$ cat src/sv/npi_fifo.sv
`timescale 1ns / 1ps
// ----------------------------------------------------------------------------
// npi_fifo
// Two-entry queue; decouples producer and consumer of one beat each.
// ----------------------------------------------------------------------------
module npi_fifo #(
  parameter int W = 8
) (
  input  logic         clk,
  input  logic         rst_n,
  input  logic         wr_en,
  input  logic [W-1:0] wr_data,
  output logic         full,
  input  logic         rd_en,
  output logic [W-1:0] rd_data,
  output logic         empty
);

  logic [W-1:0] mem [2];
  logic         wp_r, rp_r;
  logic [1:0]   cnt_r;
  logic         do_wr, do_rd;

  assign full    = (cnt_r == 2'd2);
  assign empty   = (cnt_r == 2'd0);
  assign do_wr   = wr_en && !full;
  assign do_rd   = rd_en && !empty;
  assign rd_data = mem[rp_r];

  always_ff @(posedge clk) begin
    if (do_wr) begin
      mem[wp_r] <= wr_data;
    end
  end

  always_ff @(posedge clk) begin
    if (!rst_n) begin
      wp_r  <= 1'b0;
      rp_r  <= 1'b0;
      cnt_r <= 2'd0;
    end else begin
      if (do_wr) begin
        wp_r <= ~wp_r;
      end
      if (do_rd) begin
        rp_r <= ~rp_r;
      end
      if (do_wr && !do_rd) begin
        cnt_r <= cnt_r + 2'd1;
      end else if (do_rd && !do_wr) begin
        cnt_r <= cnt_r - 2'd1;
      end
    end
  end

endmodule

$ cat config.mk
export PLATFORM = sky130hd
export DESIGN_NAME = npi_fifo
export DESIGN_NICKNAME = d
export VERILOG_FILES = /design/src/sv/npi_fifo.sv
export SDC_FILE = /design/constraint.sdc
export NUM_CORES = 1
export LEC_CHECK = 0
export ABC_AREA = 1
export ABC_CLOCK_PERIOD_IN_PS = 1500
export BUFFER_PORTS_ARGS = -buffer_cell sky130_fd_sc_hd__buf_4
export CELL_PAD_IN_SITES_DETAIL_PLACEMENT = 2
export CELL_PAD_IN_SITES_GLOBAL_PLACEMENT = 2
export CORE_MARGIN = 5
export CORE_UTILIZATION = 32
export DETAILED_ROUTE_END_ITERATION = 8
export PLACE_DENSITY_LB_ADDON = 0.25
export SLEW_MARGIN = 15
export SYNTH_ARGS = -nofsm -noshare
export SYNTH_HDL_FRONTEND = slang
export SYNTH_SLANG_ARGS = --single-unit
$ cat constraint.sdc
create_clock -name clk -period 1.5 [get_ports clk]
set_input_delay 0.075 -clock clk [delete_from_list [all_inputs] [get_ports clk]]
set_output_delay 0.075 -clock clk [all_outputs]
set_load 0.005 [all_outputs]
---- After elaboration in Yosys (flattened, before gate mapping) ----
Memories as Yosys holds them, arrays and structs flattened. A register that Yosys moved wholly into a read port is not among the register bits.
Cells that the tools add are included.
cells by class
  reductions and logical operators ........ 10
  mux-type cells .......................... 6
  $add $sub $neg .......................... 2
  equal/unequal tests ..................... 1
  bitwise gates (word level) .............. 2
operators with widths
  kind                   number
  $logic_and A1 B1 Y1    4
  $logic_not A1 Y1       4
  $mux W1                4
  $mux W2                2
  $add A2 B1 Y2 const B  1
  $eq A2 B2 Y1 const B   1
  $logic_not A2 Y1       1
  $not A1 Y1             2
  $reduce_bool A2 Y1     1
  $sub A2 B1 Y2 const B  1
storage, ports and cells
  register bits ........................... 4
  bits of input ports ..................... 12
  output and inout bits ................... 10
  RAM bits ................................ 16
  word-level logic and storage cells ...... 25
  memories ................................ 1
memory list
  name  words  bits a word  rd ports  clocked after Yosys merged registers in  wr ports  line  text
  mem   2      8            1         1                                        1         19    logic [W-1:0] mem [2];

---- Longest topological paths before layout ----
  word-level depth ........................ 7
  mapped depth ............................ 10
  gate-level depth less buffers ........... 10

---- Worst setup path after synthesis ----
No wires, ideal clock.
  path type ............................... flip-flop to flip-flop
  start ................................... register cnt_r[0]
  end ..................................... memory mem[1][0], enable pin
  arrival ................................. 0.934 ns
  period minus slack after synthesis ...... 1.304 ns
  path buffers ............................ 0
  data required time ...................... 1.130 ns
  library setup time ...................... 0.370 ns
  path slack .............................. 0.196 ns
  stages on the path, launching flop included .. 3
  cells stage by stage .................... dfxtp_1 o21ai_2 nor2_1
on the way
  word-level cells in the longest chain between the ends .. 5
RTL lines
  element                        line  text
  from (decl)                    21    logic [1:0] cnt_r;
  from (signal assigned)         49    cnt_r <= cnt_r + 2'd1;
  from (signal assigned)         51    cnt_r <= cnt_r - 2'd1;
  $eq A2 B2 Y1                   24    assign full = (cnt_r == 2'd2);
  $logic_not A1 Y1               26    assign do_wr = wr_en && !full;
  $logic_and A1 B1 Y1            26
  $mux W1                        31    if (do_wr) begin
  $mux W1 (implied by the code)  32    mem[wp_r] <= wr_data;
  to (decl)                      19
Every way passes these cells.

---- Final worst setup path ----
  start ................................... register cnt_r[1]
  end ..................................... register cnt_r[1]
on the way
  word-level cells in the longest chain between the ends .. 6
  elaborated cells on any way between the ends .. 15
RTL lines
  element                              line  text
  $eq A2 B2 Y1 *                       24
  $logic_not A1 Y1 *                   26
  $logic_and A1 B1 Y1 *                26
  via do_wr                            22    logic do_wr, do_rd;
  $logic_not A1 Y1                     50    end else if (do_rd && !do_wr) begin
  $logic_and A1 B1 Y1                  50
  $reduce_bool A2 Y1 (no source line)  n/a
Mark *: on every way through the listed nets, which the timed path passes. The rest lies on a longest branch. The select of a mux whose other input is x is not followed.
A chain may end at the register's enable or synchronous reset.

==> run metrics <==
Avg Cell Area, Syn=approximately 13 sq um; hpwl dp=roughly 1400 um; Layout fillers=around 260; global-route track usage on met1=between 10% and 20%; crit start category=flop; Core Region=between 2000 and 2500 sq um; drt initial violations=8; final WL=between 2000 and 2500 um; Period minus WS final=1.40 ns; layout cells sized above 1=between 50% and 60%; status=finished, final reports clean; All-Layer GR Usage=12.1%; most frequent cells in the layout=buf_4, edfxtp_1, nor2_1, mux2_2, dlygate4sd3_1; crit path DAT=1.64 ns; first-pass GRT wire length=3030 um; CTS tree=yes; grt met3 use=3.40%; CP Class=reg2reg; Placement Cell Area=between 1000 and 1500 sq um; Site Rows=18; Starting Density=~34%; vias in the first global route=684; Antenna Nets Post-Route=0; Setup TNS=0 ns; nets@finish=between 100 and 150; Req. time, crit path=1.74 ns; wire per inst=approximately 16 um; Die Ht=around 60 um; Worst Max-Slew Pin Slew=0.197 ns; flops & latches, synth=21; GR peak layer=met2; IO Count=22; H-tree Lvls=1; Seq/Total Area, Yosys=a little over two thirds; initial antenna violation count=0; final instance area=between 1000 and 1500 sq um; Buffers on Ports=21; Area growth, synth to finish=44.4%; Crit. End Element=flop; Slew Viols, Final=0; leakage power=around 0.5 nW; Synth Net Count=76; largest net degree at the start of global routing=13; # clock sinks=21; most common cell after layout, fill and taps aside=buf_4; worst clock skew=0.00433 ns; GRT met2 Usage=between 20% and 30%; FMAX=just over 700 MHz; Via density=4.57; Max Buffers Root-to-Sink=2; latest clock arrival within the worst-skew pair=slightly above 0.3 ns; DRC viols=0; Via Count=roughly 600; Critical Path Fanout Max=4; Synth warnings=0; CTS root buf=clkbuf_4; Setup Viol. Count Final=0; PD cells=about 1500 nW/um^2; Worst-path clk slew=around 0.11 ns; Hold Violations, Final=0; total CTS buffers=3; cells after synthesis=63; max-cap viol count=0; period utilisation layout=about 93%; Fin Hold WS=0.0445 ns; First-pass DRT Iterations=4; global route overflow=0; Worst slew margin=about 87%; VDD IR max=between 0.0007 and 0.0008 V; die area=3720 sq um; non-filler cells, final=132; post-synthesis cell type count=16; worst hold path type=in2reg; synthesized area=between 800 and 900 sq um; cell count after placement=around 120; die width=roughly 61 um; GPL Wtd Cong=between 0.6 and 0.7; antenna cells=0
==> flip-flops by register name, summed over array words and instances (netlist names), named ones only <==
register / count
mem: 16
cnt_r: 2
rp_r: 1
wp_r: 1
==> metrics by stage <==
stage	setup slack, ns	total power, mW	util (%)
2_1_floorplan	0.196	1.13	-
3_3_place_gp	0.0788	1.37	42.1
3_5_place_dp	0.0129	1.41	42.1
4_1_cts	0.000345	1.72	46.6
5_1_grt	-0.000727	1.93	48.4
6_report	0.102	1.80	48.4
==> worst max-delay path: stages, from the launching register on <==
cell,delay [ns]
dfxtp_4,0.38
inv_2,0.06
o21ai_4,0.17
inv_2,0.06
ha_1,0.30
inv_2,0.08
nand3_1,0.09
nand2_1,0.06
inv_1,0.05
nor2_2,0.10
==> cells in the mapped netlist, drive strengths merged <==
cell type,number,share of area (%)
buf,1,0.60
nand2,6,2.7
nor2,11,6.2
dfxtp,5,12
ha,1,1.5
nand4,1,0.75
o21ai,3,2.3
inv,9,4.1
a21oi,1,0.60
edfxtp,16,58
nand3,1,0.60
mux2,8,11
==> power breakdown <==
part	switching [mW]	total, mW	internal, mW
sequential	0.0846	0.844	0.759
combinational	0.320	0.681	0.361
clock	0.174	0.274	0.0996
total	0.579	1.80	1.22
==> path summary, 6_finish.rpt <==
kind	startpoint	endpoint	cells after the start	slack, ns
max	cnt_r[1]	cnt_r[1]	9	0.10
min reg2reg	wp_r	wp_r	2	0.55
max reg2reg	cnt_r[1]	cnt_r[1]	9	0.10
min	rst_n	cnt_r[1]	3	0.04
==> cell families (layout without fill, tap and decap cells) <==
| family | Yosys count | after routing | synth area share, % |
|---|---|---|---|
| multiplexers | 8 | 8 | 10.8 |
| buffers and inverters | 10 | 49 | 4.67 |
| AO/OA/AOI/OAI | 4 | 4 | 2.86 |
| adder cells (fa/ha/maj) | 1 | 1 | 1.51 |
| AND/OR/NAND/NOR | 19 | 19 | 10.2 |
| flip-flops | 21 | 21 | 69.9 |
==> cell type report <==
cell class / count / area [sq um] / area share (%)
Multi-Input combinational cell: 32 / 221 / 18.5
Clock inverter: 1 / 5.00 / 0.417
Sequential cell: 21 / 589 / 49.1
Timing Repair Buffer: 36 / 290 / 24.2
Tap cell: 30 / 37.5 / 3.13
Inverter: 9 / 33.8 / 2.82
Clock buffer: 3 / 22.5 / 1.88
==> routing by layer <==
metal	routed length (um)	part of all wire, %
met2	1170	57
met5	0	0
met4	51	2.5
met1	728	36
met3	99	4.8
==> repair_timing <==
item,CTS,global route
pin swaps,0,1
setup endpoints to repair,2,1
resized for setup,3,5
endpoints found under the hold margin,16,0
buffers inserted,0,4
hold buffers,8,0
Power figures use the tool's default switching activity.
